**src/hw/rtl/cvwt_pkg.sv**
```systemverilog
// Package for the condition-variable wait table.
// Holds field widths, default sizes, command/status codes, FSM states and the
// controller-to-datapath command struct. No dependencies.
package cvwt_pkg;

    localparam int SLOT_COUNT_DEF  = 32;
    localparam int QUEUE_DEPTH_DEF = 16;
    localparam int KEY_BITS        = 16;
    localparam int PID_BITS        = 8;
    localparam int CMD_W           = 2;
    localparam int STATUS_W        = 3;
    localparam int INDEX_W         = 5;

    typedef enum logic [CMD_W-1:0] {
        CMD_CREATE  = 2'd0,
        CMD_WAIT    = 2'd1,
        CMD_SIGNAL  = 2'd2,
        CMD_DESTROY = 2'd3
    } t_cmd;

    typedef enum logic [STATUS_W-1:0] {
        STS_OK         = 3'd0,
        STS_BAD_KEY    = 3'd1,
        STS_IN_USE     = 3'd2,
        STS_FULL_TABLE = 3'd3,
        STS_UNKNOWN    = 3'd4,
        STS_QUEUE_FULL = 3'd5,
        STS_NO_WAITER  = 3'd6
    } t_status;

    typedef enum logic [1:0] {
        S_IDLE   = 2'd0,
        S_MATCH  = 2'd1,
        S_DECIDE = 2'd2,
        S_DONE   = 2'd3
    } t_state;

    typedef struct packed {
        logic capture;
        logic match;
        logic decide;
        logic load_out;
    } t_dp_cmd;

endpackage

```
**src/hw/rtl/cvwt_ctrl.sv**
```systemverilog
// Controller of the wait table: command sequencer and output valid flag.
// Depends on cvwt_pkg.
module cvwt_ctrl (
    input  logic              i_clk,
    input  logic              i_rst_n,
    input  logic              i_in_valid,
    output logic              o_in_ready,
    output logic              o_out_valid,
    input  logic              i_out_ready,
    output cvwt_pkg::t_dp_cmd o_cmd
);
    cvwt_pkg::t_state r_state, n_state;
    logic             r_out_valid, n_out_valid;

    always_ff @(posedge i_clk) begin
        if (!i_rst_n) begin
            r_state     <= cvwt_pkg::S_IDLE;
            r_out_valid <= 1'b0;
        end else begin
            r_state     <= n_state;
            r_out_valid <= n_out_valid;
        end
    end

    always_comb begin
        n_state     = r_state;
        n_out_valid = r_out_valid;
        o_cmd       = '0;
        o_in_ready  = (r_state == cvwt_pkg::S_IDLE);
        if (r_out_valid && i_out_ready) begin
            n_out_valid = 1'b0;
        end
        case (r_state)
            cvwt_pkg::S_IDLE: begin
                if (i_in_valid) begin
                    o_cmd.capture = 1'b1;
                    n_state       = cvwt_pkg::S_MATCH;
                end
            end
            cvwt_pkg::S_MATCH: begin
                o_cmd.match = 1'b1;
                n_state     = cvwt_pkg::S_DECIDE;
            end
            cvwt_pkg::S_DECIDE: begin
                o_cmd.decide = 1'b1;
                n_state      = cvwt_pkg::S_DONE;
            end
            cvwt_pkg::S_DONE: begin
                if (!r_out_valid || i_out_ready) begin
                    o_cmd.load_out = 1'b1;
                    n_out_valid    = 1'b1;
                    n_state        = cvwt_pkg::S_IDLE;
                end
            end
            default: begin
                n_state = cvwt_pkg::S_IDLE;
            end
        endcase
    end

    assign o_out_valid = r_out_valid;

`ifndef SYNTHESIS
    a_load_free: assert property (@(posedge i_clk) disable iff (!i_rst_n)
        o_cmd.load_out |-> (!r_out_valid || i_out_ready))
        else $error("result loaded over an untaken result");

    a_load_valid: assert property (@(posedge i_clk) disable iff (!i_rst_n)
        o_cmd.load_out |=> r_out_valid)
        else $error("loaded result not flagged valid");

    a_accept_match: assert property (@(posedge i_clk) disable iff (!i_rst_n)
        (i_in_valid && o_in_ready) |=> (r_state == cvwt_pkg::S_MATCH))
        else $error("accepted transfer not followed by key search");

    a_one_step: assert property (@(posedge i_clk) disable iff (!i_rst_n)
        $onehot0({o_cmd.capture, o_cmd.match, o_cmd.decide, o_cmd.load_out}))
        else $error("more than one datapath step in a cycle");
`endif
endmodule

```
**config.mk**
```make
export PLATFORM = sky130hd
export DESIGN_NAME = cvwt_ctrl
export DESIGN_NICKNAME = d
export VERILOG_FILES = /design/src/hw/rtl/cvwt_pkg.sv /design/src/hw/rtl/cvwt_ctrl.sv
export SDC_FILE = /design/constraint.sdc
export NUM_CORES = 1
export LEC_CHECK = 0
export BUFFER_PORTS_ARGS = -buffer_cell sky130_fd_sc_hd__buf_4
export CORE_AREA = 2 2 39 41
export DETAILED_ROUTE_END_ITERATION = 10
export DIE_AREA = 0 0 41 43
export HOLD_SLACK_MARGIN = 0.06
export PLACE_DENSITY = 0.34
export SLEW_MARGIN = 25
export SYNTH_ARGS = -nofsm -noshare
export SYNTH_HDL_FRONTEND = slang
export SYNTH_SLANG_ARGS = --single-unit
```
**constraint.sdc**
```tcl
create_clock -name i_clk -period 1.2 [get_ports i_clk]
set_input_delay 0.24 -clock i_clk [delete_from_list [all_inputs] [get_ports i_clk]]
set_output_delay 0.24 -clock i_clk [all_outputs]
set_load 0.005 [all_outputs]
```
Word level (Yosys, flattened, before mapping)
Index checks and enable logic that the tools add are counted.
- ROM bits: 0
- output and inout port bits: 6
- bits in writable memories: 0
- input bits: 4
- memories kept: 0
- word-level logic and storage cells: 24
- register bits: 3
- bits in latches: 0
- $add $sub $neg: 0
- magnitude comparators: 0
- multiply operators: 0
- eq/ne operators: 5
- bitwise gates (word level): 0
- reductions and logical operators: 5
- mux-type cells: 12
- divide/modulo/power cells: 0
- shifts and indexed selects: 0
- operator list (operator ; count):
    1-bit two-way mux ; 9
    2-bit one-hot mux with 4 select lines ; 1
    2-bit == test (second input constant) ; 2
    2-bit two-way mux ; 2
    2-bit != test (second input constant) ; 2
    2-bit by 1-bit == test with 1-bit output (second input constant) ; 1
    2-bit logical NOT ; 1
    2-bit AND reduction ; 1
    1-bit logical AND ; 1
    1-bit logical NOT ; 1
    1-bit logical OR ; 1

Longest topological paths before layout
- depth after elaboration: 4
- mapped depth: 4
- gate-level depth less buffers: 4

Worst setup path after synthesis
Ideal clock, no wire load.
- kind: reg-to-reg
- start: reg r_state[0]
- end: reg r_state[0]
- clock period less this slack: 1.151 ns
- data required time: 1.085 ns
- library setup time: 0.115 ns
- path slack: 0.049 ns
- buffers on the path: 0
- arrival time: 1.036 ns
- stages on the path, launching flop included: 5
- cells stage by stage: dfxtp_1 > inv_1 > ha_1 > o31a_1 > o21a_1
- cells in the longest elaborated chain, start to end: 3
- elaborated cells on any way between the ends: 8
- classes of those cells: 5 x eq/ne; 1 x mux; 2 x reduce/logical
- ends and longest elaborated chain (what ; line ; RTL):
    start: declaration ; cvwt_ctrl.sv:12 ; cvwt_pkg::t_state r_state, n_state;
    start signal: assignment ; cvwt_ctrl.sv:17 ; r_state <= cvwt_pkg::S_IDLE;
    start signal: assignment ; cvwt_ctrl.sv:20 ; r_state <= n_state;
    2-bit logical NOT (*) ; - ;
    named net o_in_ready ; cvwt_ctrl.sv:7 ; output logic o_in_ready,
    2-bit != test (no line) ; - ;
    2-bit AND reduction (no line) ; - ;
Mark *: on every way through the listed nets, which the timed path passes. The rest lies on a longest branch.
A chain may end at the register's enable or synchronous reset.

==> reports/metrics.yaml <==
power:
  comb_power_share: 0.587
  internal_power_mw: 0.635
  clock_power_share: 0.180
  ir_drop_uv: 997
  p_switching_mw: 0.323
  seq_power_share: 0.233
  power_density_nw_per_um2: 2450
  power_leakage_nw: 0.184
  swShare: 0.337
worst_setup_path:
  critPathLaunchType: "flip-flop"
  ff2ff_setup_slack_ps: -10
  crit_path_start: "r_state[1]"
  criticalPathCategory: "flip-flop to primary output"
  worstPathMaxFanout: 3
  critPathTopFamily: "flip-flops"
  crit_buf_inv: 2
  worstSetupEndpoint: "o_cmd[3]"
  slowest_delay_ps: 370
  path_cells: "inv_4, ha_4, and2_4, buf_6"
  r2r_cells: 5
  path_depth: 4
  crit_required_ps: 960
  r2r_start: "r_state[1]"
  cp-end-kind: "primary output"
  r2r_end: "r_state[0]"
  worstPathArrival_ps: 1030
  crit_slowest_cell: "dfxtp_4"
placed_design:
  dp_cells: 49
  globalplace.congestion: 0.619
  dpl_cell_area_um2: 310
  port-buffer-count: 9
  dpl_worst_slack_ps: 16.0
yosys:
  synth.area.mux_share: 0.0500
  synth_adder_area_share: 0.250
  ys_top_cells_by_count: "4 x ha_1, 3 x dfxtp_1, 3 x inv_1"
  synth.largest_area_cell: "dfxtp_1"
  synth_simple_gate_area_frac: 0.181
  ys_types: 12
  synth_area_leaders: "dfxtp_1 30%, ha_1 25%, o21a_1 7.5%"
  netlist_area_um2: 200
  synth_nets: 29
  synth_top_family_by_area: "adder cells"
  seq_area_frac_synth: 0.300
  synth_top_area_frac: 0.300
  ys.warnings.count: 0
  synth_edf_count: 0
  synth_xor_area_frac: 0
  synthCells: 21
  synthArstFlopShare: 0
  synth_ff_type: "dfxtp_1"
  postSynthAreaPerCell_um2: 9.53
  synth.most_common_cell: "ha_1"
  synth_seq_cells: 3
  synth_compound_area_frac: 0.162
floorplan:
  core_area_um2: 1380
  io_pins: 10
  row_count: 14
  die_h_um: 43
  start_util: 0.145
  fp.dieW_um: 41
  dieArea_um2: 1760
run_status:
  status: "complete, but fails checks"
  violations: "negative setup slack"
sta:
  slew_viol_final: 0
  fin_ws_ps: -67.4
  skew_ps: 0.386
  relSlewSlack: 0.923
  min_period_ps: 1270
  rsz0062_at_grt: "yes"
  fmax_ghz: 0.789
  post-route-period-util: 1.06
  tightest_slew_ps: 112
  finalSetupViolations: 5
  hold_viol_final: 0
finish:
  fill_cells: 152
  drive_gt1_frac: 0.676
  final-seq-area_um2: 67.6
  fin_util: 0.283
  area_growth_pct: 95.6
  final_cells: 53
  antenna_cells: 0
  fin_nets: 46
  multi_input_area_um2: 168
  stdcell_area_um2: 392
routing:
  drc_errors: 0
  drtIter0Drc: 0
  drt_pre_antenna_iters: 1
  vias: 192
  viasPerCell: 3.62
  routed_wl_um: 475
  wl_per_cell_um: 8.96
  detail-route-antenna-nets: 0
worst_hold_path:
  hp-class: "input port to flip-flop"
  whs_path_depth: 2
grt:
  antenna_found_initial: 0
  first_global_vias: 194
  grt_first_pass_wirelength_um: 800
  grt_usage: 0.0722
  overflow: 0
  grt_max_degree: 5
clock_tree:
  cts.sinks: 3
  cts_tree: "yes"
  cts_buffers: 3
  cts-root-buf: "clkbuf_4"
  clk_pin_slew_worst_paths_ps: 40
  clk_path_buf_depth: 2
  htree_levels: 1
  ctsHoldBuffers: 0
  clock_latency_ps: 230
flow_run:
  drv_cap: 0
-- final cells by class --
type / instances / share of cell area
multi-input cells: 15 / 0.428
repair buffers: 12 / 0.240
flip-flops and latches: 3 / 0.173
clock buffers: 4 / 0.0671
well taps: 16 / 0.0511
inverters: 3 / 0.0415
-- per-stage QoR --
step / hold WS, ps / total power, mW / TNS (ps)
final: 260 / 0.959 / -218
after global routing: 248 / 1.07 / -449
after CTS: 258 / 0.897 / -200
after detailed placement: 498 / 0.603 / 0
after global placement: 493 / 0.598 / 0
after floorplan: 357 / 0.374 / 0
-- power by group through the flow --
stage / sequential (mW) / clock, mW / combinational, mW
detailed placement: 0.170 / 0 / 0.432
global route: 0.230 / 0.202 / 0.636
floorplan: 0.172 / 0 / 0.202
CTS: 0.184 / 0.182 / 0.531
global placement: 0.171 / 0 / 0.426
finish: 0.224 / 0.172 / 0.563
-- worst reg2reg max path, cell delays in order (launching register included) --
cell     delay, ps
dfxtp_4        370
inv_4           40
ha_4           150
buf_4          140
o31a_1         290
o21a_1         100
-- state kept, by name (all words and copies together), names as in the netlist --
signal,flops
o_out_valid,1
r_state,2
-- how the worst min path moves through the flow --
stage	startpoint	endpoint	slack, ps
floorplan	i_rst_n	o_out_valid	360
global placement	i_rst_n	o_out_valid	490
detailed placement	i_rst_n	o_out_valid	500
CTS	i_rst_n	o_out_valid	260
global route	i_rst_n	o_out_valid	250
finish	i_rst_n	o_out_valid	260
-- per-layer routing --
layer / track usage / up-vias / wire (um)
met5: 0 / - / 0
met4: 0.0600 / 0 / 0
met3: 0.0314 / 0 / 28
met2: 0.113 / 4 / 293
met1: 0.0673 / 88 / 153
li1: - / 100 / -
-- timing repair --
action                                  CTS  global route
buffers inserted                          1             0
gates resized for setup                  10             7
endpoints found under the setup margin    5             7
pin swaps                                 2             1
-- kinds of logic after synthesis --
logic type      after synthesis
compound gates                4
simple gates                  6
flops                         3
buf+inv                       3
fa+ha+maj                     4
mux                           1
-- cell usage in the layout (no fill, tap or decap) --
master,netlist,layout
a21oi_4,0,1
ha_4,0,2
dfxtp_4,0,2
o21a_1,2,2
ha_2,0,1
mux2i_1,1,1
nor2b_1,1,1
and2b_1,1,1
clkbuf_1,0,1
buf_6,0,1
inv_4,0,2
nand2_1,2,2
ha_1,4,1
and2_4,0,1
inv_1,3,1
clkbuf_4,0,3
and3b_2,0,1
buf_4,0,11
o31a_1,1,1
dfxtp_1,3,1
Note: power is estimated with default switching activity, not from simulation.
